[src/sv/coordinate_keyed_tile_table_assert.svh]
// ----------------------------------------------------------------------------
// Assertion macros for the tile table
// Implication checks on a clock with a synchronous active-high reset.
// ----------------------------------------------------------------------------
`ifndef COORDINATE_KEYED_TILE_TABLE_ASSERT_SVH
`define COORDINATE_KEYED_TILE_TABLE_ASSERT_SVH

// same-cycle implication
`define CKT_ASSERT_SAME(lbl, clk, rst, ante, cons, msg) \
   lbl: assert property (@(posedge clk) disable iff (rst) (ante) |-> (cons)) \
      else $error(msg);

// next-cycle implication
`define CKT_ASSERT_NEXT(lbl, clk, rst, ante, cons, msg) \
   lbl: assert property (@(posedge clk) disable iff (rst) (ante) |=> (cons)) \
      else $error(msg);

`endif

[src/sv/ckt_pkg.sv]
// ----------------------------------------------------------------------------
// ckt_pkg
// Shared constants, codes and control types of the tile table.
// ----------------------------------------------------------------------------
package ckt_pkg;

   localparam int ENTRIES    = 256;
   localparam int COORD_BITS = 10;
   localparam int IDX_W      = $clog2(ENTRIES);
   localparam int CNT_W      = IDX_W + 1;
   localparam int COORD_LIM  = 1 << COORD_BITS;
   localparam int CSR_W      = 11;
   localparam int PROD_W     = COORD_BITS + 9;

   localparam logic [2:0] REQ_SET   = 3'd0;
   localparam logic [2:0] REQ_CLEAR = 3'd1;
   localparam logic [2:0] REQ_GET   = 3'd2;
   localparam logic [2:0] REQ_FILL  = 3'd3;
   localparam logic [2:0] REQ_RESET = 3'd4;

   localparam logic [1:0] ST_DONE    = 2'd0;
   localparam logic [1:0] ST_OUTSIDE = 2'd1;
   localparam logic [1:0] ST_FULL    = 2'd2;

   localparam logic [1:0] CSR_MAP_WIDTH  = 2'd0;
   localparam logic [1:0] CSR_MAP_HEIGHT = 2'd1;
   localparam logic [1:0] CSR_TILE_SIZE  = 2'd2;

   typedef struct packed {
      logic       load;
      logic       scan_clr;
      logic       scan;
      logic       rect;
      logic       fill_init;
      logic       next_cell;
      logic       write_upd;
      logic       write_new;
      logic       clear_ent;
      logic       clr_all;
      logic       rd_id;
      logic       rsp_load;
      logic [1:0] rsp_status;
   } cmd_type;

   typedef struct packed {
      logic [2:0] op;
      logic       in_map;
      logic       fill_empty;
      logic       scan_done;
      logic       match;
      logic       free;
      logic       last_cell;
      logic       rsp_free;
   } stat_type;

endpackage

[src/sv/ckt_ctrl.sv]
// ----------------------------------------------------------------------------
// ckt_ctrl
// Request sequencer: decode, table scans, fill walk and response handoff.
// ----------------------------------------------------------------------------
module ckt_ctrl (
   input  logic               clock,
   input  logic               reset,
   input  logic               req_valid,
   output logic               req_ready,
   input  ckt_pkg::stat_type  stat,
   output ckt_pkg::cmd_type   cmd
);

   typedef enum logic [5:0] {
      S_IDLE   = 6'b000001,
      S_DECODE = 6'b000010,
      S_SCAN   = 6'b000100,
      S_UPD    = 6'b001000,
      S_WALK   = 6'b010000,
      S_RESP   = 6'b100000
   } state_type;

   state_type  state_ff, state_in;
   logic [1:0] status_ff, status_in;

   assign req_ready = (state_ff == S_IDLE);

   always_comb begin
      state_in       = state_ff;
      status_in      = status_ff;
      cmd            = '0;
      cmd.rsp_status = status_ff;
      case (state_ff)
         S_IDLE: begin
            if (req_valid) begin
               cmd.load  = 1'b1;
               status_in = ckt_pkg::ST_DONE;
               state_in  = S_DECODE;
            end
         end
         S_DECODE: begin
            case (stat.op)
               ckt_pkg::REQ_SET: begin
                  if (!stat.in_map) begin
                     status_in = ckt_pkg::ST_OUTSIDE;
                     state_in  = S_RESP;
                  end else begin
                     cmd.scan_clr = 1'b1;
                     state_in     = S_SCAN;
                  end
               end
               ckt_pkg::REQ_CLEAR, ckt_pkg::REQ_GET: begin
                  cmd.scan_clr = 1'b1;
                  state_in     = S_SCAN;
               end
               ckt_pkg::REQ_FILL: begin
                  if (stat.fill_empty) begin
                     state_in = S_RESP;
                  end else begin
                     cmd.scan_clr = 1'b1;
                     state_in     = S_UPD;
                  end
               end
               ckt_pkg::REQ_RESET: begin
                  cmd.clr_all = 1'b1;
                  state_in    = S_RESP;
               end
               default: state_in = S_RESP;
            endcase
         end
         S_SCAN: begin
            cmd.scan = 1'b1;
            if (stat.scan_done) begin
               state_in = S_RESP;
               case (stat.op)
                  ckt_pkg::REQ_SET: begin
                     if (stat.match) cmd.write_upd = 1'b1;
                     else if (stat.free) cmd.write_new = 1'b1;
                     else status_in = ckt_pkg::ST_FULL;
                  end
                  ckt_pkg::REQ_CLEAR: cmd.clear_ent = stat.match;
                  ckt_pkg::REQ_GET:   cmd.rd_id = 1'b1;
                  default: ;
               endcase
            end
         end
         S_UPD: begin
            cmd.scan = 1'b1;
            cmd.rect = 1'b1;
            if (stat.scan_done) begin
               cmd.fill_init = 1'b1;
               cmd.scan_clr  = 1'b1;
               state_in      = S_WALK;
            end
         end
         S_WALK: begin
            cmd.scan = 1'b1;
            if (stat.scan_done) begin
               if (stat.match || stat.free) begin
                  cmd.write_new = !stat.match;
                  if (stat.last_cell) begin
                     state_in = S_RESP;
                  end else begin
                     cmd.next_cell = 1'b1;
                     cmd.scan_clr  = 1'b1;
                  end
               end else begin
                  status_in = ckt_pkg::ST_FULL;
                  state_in  = S_RESP;
               end
            end
         end
         S_RESP: begin
            if (stat.rsp_free) begin
               cmd.rsp_load = 1'b1;
               state_in     = S_IDLE;
            end
         end
         default: state_in = S_IDLE;
      endcase
   end

   always_ff @(posedge clock) begin
      if (reset) begin
         state_ff  <= S_IDLE;
         status_ff <= ckt_pkg::ST_DONE;
      end else begin
         state_ff  <= state_in;
         status_ff <= status_in;
      end
   end

endmodule

[config.mk]
export PLATFORM = sky130hd
export DESIGN_NAME = ckt_ctrl
export DESIGN_NICKNAME = d
export VERILOG_FILES = /design/src/sv/coordinate_keyed_tile_table_assert.svh /design/src/sv/ckt_pkg.sv /design/src/sv/ckt_ctrl.sv
export SDC_FILE = /design/constraint.sdc
export NUM_CORES = 1
export LEC_CHECK = 0
export BUFFER_PORTS_ARGS = -buffer_cell sky130_fd_sc_hd__clkbuf_2
export CORE_MARGIN = 1
export CORE_UTILIZATION = 45
export CTS_BUF_LIST = sky130_fd_sc_hd__clkbuf_2 sky130_fd_sc_hd__clkbuf_4 sky130_fd_sc_hd__clkbuf_8
export CTS_CLUSTER_SIZE = 10
export DETAILED_ROUTE_END_ITERATION = 7
export GPL_TIMING_DRIVEN = 0
export PLACE_DENSITY = 0.75
export RECOVER_POWER = 100
export SKIP_CTS_REPAIR_TIMING = 1
export SLEW_MARGIN = 25
export SYNTH_ARGS = -nofsm -noshare
export SYNTH_HDL_FRONTEND = slang
export SYNTH_SLANG_ARGS = --single-unit
[constraint.sdc]
create_clock -name clock -period 2.1 [get_ports clock]
set_input_delay 0.21 -clock clock [delete_from_list [all_inputs] [get_ports clock]]
set_output_delay 0.21 -clock clock [all_outputs]
set_load 0.1 [all_outputs]
=== Yosys cells after proc, flatten, opt, wreduce, memory -nomap -nowiden ===
Cells that the tools add are included.

* Register bits after elaboration: 8
* Input port bits: 13
* Output and inout port bits: 15
* Word-level logic and storage cells: 84

* Equal/unequal tests: 22
* Mux-type cells: 52
* Reduce and logical (&&, ||, !) cells: 8

{| class="wikitable"
|+ Operator list
! kind !! number
|-
| 6-bit two-way mux || 9
|-
| 6-bit case mux with 6 select lines || 1
|-
| 1-bit two-way mux || 25
|-
| 2-bit two-way mux || 11
|-
| 2-bit != test (second input constant) || 9
|-
| 6-bit case mux with 3 select lines || 1
|-
| 10-bit AND reduction || 1
|-
| 2-bit case mux with 4 select lines || 1
|-
| 3-bit by 2-bit equality test with 1-bit output (second input constant) || 2
|-
| 6-bit by 1-bit equality test with 1-bit output (second input constant) || 1
|-
| 6-bit by 2-bit equality test with 1-bit output (second input constant) || 1
|-
| 6-bit by 3-bit equality test with 1-bit output (second input constant) || 1
|-
| 6-bit by 4-bit equality test with 1-bit output (second input constant) || 1
|-
| 6-bit by 5-bit equality test with 1-bit output (second input constant) || 1
|-
| 6-bit equality test (second input constant) || 1
|-
| 1-bit case mux with 3 select lines || 2
|-
| 6-bit AND reduction || 1
|-
| 2-bit by 1-bit != test with 1-bit output (second input constant) || 2
|-
| 4-bit nonzero test || 1
|-
| 3-bit by 1-bit equality test with 1-bit output (second input constant) || 1
|-
| 3-bit equality test (second input constant) || 1
|-
| 3-bit zero test || 1
|-
| 3-bit two-way mux || 1
|-
| 3-bit != test (second input constant) || 1
|-
| 5 further kinds || 5
|}

=== Longest topological paths before layout ===
* Depth after elaboration: 5
* Gate-level depth with buffers: 6
* Gate-level depth less buffers: 5

=== Worst setup path after synthesis ===
Ideal clock, no wire load.

* Path type: register to output
* Start: register state_ff[5]
* End: output cmd[12] in the netlist's numbering
* Data arrival time: 4425 ps
* Setup slack: -2535 ps
* Stages on the path, launching flop included: 4
* Buffers on the path: 0
* Cells stage by stage: dfxtp_1 > or4_4 > or3b_4 > o41ai_1

{| class="wikitable"
|+ RTL lines
! what !! RTL line !! text
|-
| from (decl) || ckt_ctrl.sv:23 || <nowiki>state_type state_ff, state_in;</nowiki>
|-
| from (signal assigned) || ckt_ctrl.sv:128 || <nowiki>state_ff <= state_in;</nowiki>
|-
| to (decl) || ckt_ctrl.sv:11 || <nowiki>output ckt_pkg::cmd_type cmd</nowiki>
|}

==> summary.md <==
| Metric | Value |
|---|---|
| Rows | 14 |
| Critical path, cell by cell | or4_4, or3b_4, o41ai_4, buf_6 |
| Ys Warns | 0 |
| Grt ovf | 0 |
| Fin worst setup slack | -0.267 ns |
| EDFF count, synth | 0 |
| Hold Crit Start | stat[5] |
| CTS sink cnt | 8 |
| Yosys reg bits | 8 |
| Iter 0 DRT Violations | 16 |
| CP max FO | 6 |
| Global-route wire length before repair | 3290 um |
| Die Span Y | 42.1 um |
| Final HPWL DP | 1520 um |
| Slowest stage cell, crit path | or4_4 |
| R2R setup slack | 0 ns |
| Core box area | 1510 sq um |
| Net Sw Power | 0.408 mW |
| Layout cell share with drive strength beyond 1 | 0.417 |
| Starting density of the core | 0.480 |
| Worst IR Drop VDD | 0.821 mV |
| Max clock buf depth | 2 |
| Synth Instances | 100 |
| Cells taking the most area after synthesis | dfxtp_1 22%, nor2_1 5.2%, nor4b_1 4.8% |
| Total Nets Final | 142 |
| Clock Skew | 0.00691 ns |
| Post-DR wirelength/cell | 14.3 um |
| Rel. slew slack | 0.233 |
| DP Worst Slack | -0.257 ns |
| Cell area power density | 724 nW/um^2 |
| Initial antenna violation count | 0 |
| Die area | 1770 sq um |
| Global Route Usage Sum | 0.235 |
| Worst Path Arrival | 2.16 ns |
| Pin count of the biggest net entering global routing | 11 |
| DRC | 0 |
| # fillers | 112 |
| Die Span X | 42.1 um |
| Endpoints failing hold | 0 |
| Min Tclk post-route | 2.37 ns |
| Vias/cell | 6.31 |
| CTS Buf Count | 3 |
| Reg2reg path depth | 6 |
| Tightest Pin Transition | 1.16 ns |
| Hold/Removal Path Class | input port to flop |
| Register Area | 165 sq um |
| Max-cap violations | 0 |
| Reg clk slew, reported paths | 0.05 ns |
| Setup crit start kind | flop |
| Final max-slew violation count | 0 |
| Avg Cell Area, Syn | 7.23 sq um |
| P&R area growth vs syn | 59.2% |
| RePlAce Congestion | 0.780 |
| Placed Instance Area | 977 sq um |
| Ys async rst share | 0 |
| Sw frac | 0.489 |
| P_int | 0.426 mW |
| R2r endpoint | state_ff[5] |
| Logic pwr share | 0.629 |
| Vias post-DR | 902 |
| Post-synth top cells | 10 x nor2_1, 8 x clkbuf_1, 8 x dfxtp_1 |
| Top-area cell type share of the netlist area | 0.221 |
| Clock Latency Late Sink | 0.25 ns |
| Clk network pwr share | 0.137 |
| DRT Pass-1 Iters | 4 |
| PortBufs | 22 |
| R2r startpoint | state_ff[3] |
| Worst Hold Path Cells | 3 |
| Sequential share of the synthesized area | 0.221 |
| Diodes inserted | 0 |
| Area of the multi-input gates | 684 sq um |
| Kind of critical path | flop to primary output |
| Maximum level of the CTS H-tree | 1 |
| Number of global-route vias before repair | 741 |
| Most common cell in the netlist | nor2_1 |
| Final std cell area, no fill | 1150 sq um |
| Worst Hold Slack | 0.274 ns |
| Power share of the sequential group | 0.234 |
| Req. time, crit path | 1.89 ns |
| Syn nets | 113 |
| Status | complete, but fails checks |
| RSZ-0062 raised after global routing | true |
| Final setup vio count | 6 |
| TritonCTS clock tree | yes |
| Predominant post-synthesis flop cell | dfxtp_1 |
| Cell area after synthesis | 723 sq um |
| DRT Wirelength | 2050 um |
| Violated checks | negative setup slack |
| Distinct cell type count after synthesis | 40 |
| Setup Total Neg Slack | -0.942 ns |
| Worst Hold End | state_ff[3] |
| Top-level port count | 28 |
| CP endpoint kind | primary output |
| Maximum clock rate | 423 MHz |
| Static Leakage | 0.457 nW |
| Final ANT Viol Nets | 0 |
| Period utilisation layout | 1.13 |
| Dominant cell type by area after synthesis | dfxtp_1 |
| CP max stage delay | 0.54 ns |
| Root Driver | clkbuf_4 |
[state kept, by name, summed over array words and instances, names as in the netlist]
register / cells
state_ff: 6
status_ff: 2
[worst max-delay path: cells and delay by family (launching register included)]
kind            cells  cell delay [ns]
compound gates      1             0.31
buf+inv             1             0.27
flops               1             0.35
simple gates        2             0.99
[power groups by stage]
stage / logic, mW / clock network (mW) / registers [mW]
CTS: 0.465 / 0.117 / 0.176
finish: 0.525 / 0.114 / 0.195
global placement: 0.458 / 0 / 0.178
global route: 0.557 / 0.123 / 0.199
floorplan: 0.382 / 0 / 0.188
detailed placement: 0.463 / 0 / 0.179
[worst max path at each step]
stage | to | slack [ns] | start | cells past startpoint
floorplan | cmd[12] | -0.53 | state_ff[5] | 3
global placement | cmd[12] | -0.25 | state_ff[4] | 6
detailed placement | cmd[3] | -0.26 | state_ff[5] | 5
CTS | cmd[12] | -0.56 | state_ff[4] | 6
global route | cmd[6] | -0.31 | state_ff[5] | 5
finish | cmd[12] | -0.27 | state_ff[5] | 4
[per-layer routing]
layer  GRT usage  up-vias  wire length, um
met5           0        -                0
met4       0.113        0               48
met3      0.0172        6              107
met2       0.331       39              954
met1       0.357      419              935
li1            -      438                -
[final cells by class]
type,count,share of cell area
inverter,1,0.00652
sequential,8,0.143
clock buffer,3,0.0196
buffer,9,0.0391
multi-input combinational,81,0.595
timing repair buffer,25,0.179
tap,16,0.0174
[through the flow]
step / total power, mW / std cells / utilization
final: 0.834 / 143 / 0.764
after global routing: 0.878 / 143 / 0.764
after CTS: 0.758 / 141 / 0.664
after detailed placement: 0.642 / 138 / 0.649
after global placement: 0.636 / 138 / 0.649
after floorplan: 0.570 / 100 / -
[cells by family after synthesis]
kind of cell / Yosys count / share of synthesized area
compound gates: 22 / 0.201
buf+inv: 11 / 0.0588
simple gates: 55 / 0.467
xor+xnor: 2 / 0.0242
fa+ha+maj: 1 / 0.0138
flops: 8 / 0.221
mux: 1 / 0.0138
[cells in the final DEF, fill, tap and decap left out, types with 2 or more instances in the layout]
cell and count:
xor2_1 2, nor2_1 7, clkbuf_2 9, nor3b_1 3, clkbuf_1 6, nor4_4 2
or4_1 2, nor4_1 2, nor3_1 5, buf_4 4, nor2_4 3, nor4b_1 2
buf_6 8, dfxtp_1 6, buf_2 2, nor4b_4 2, a21oi_1 5, o21ai_0 7
clkbuf_4 5, nand2_1 6, or3_1 4
Note: power is estimated with default switching activity, not from simulation.
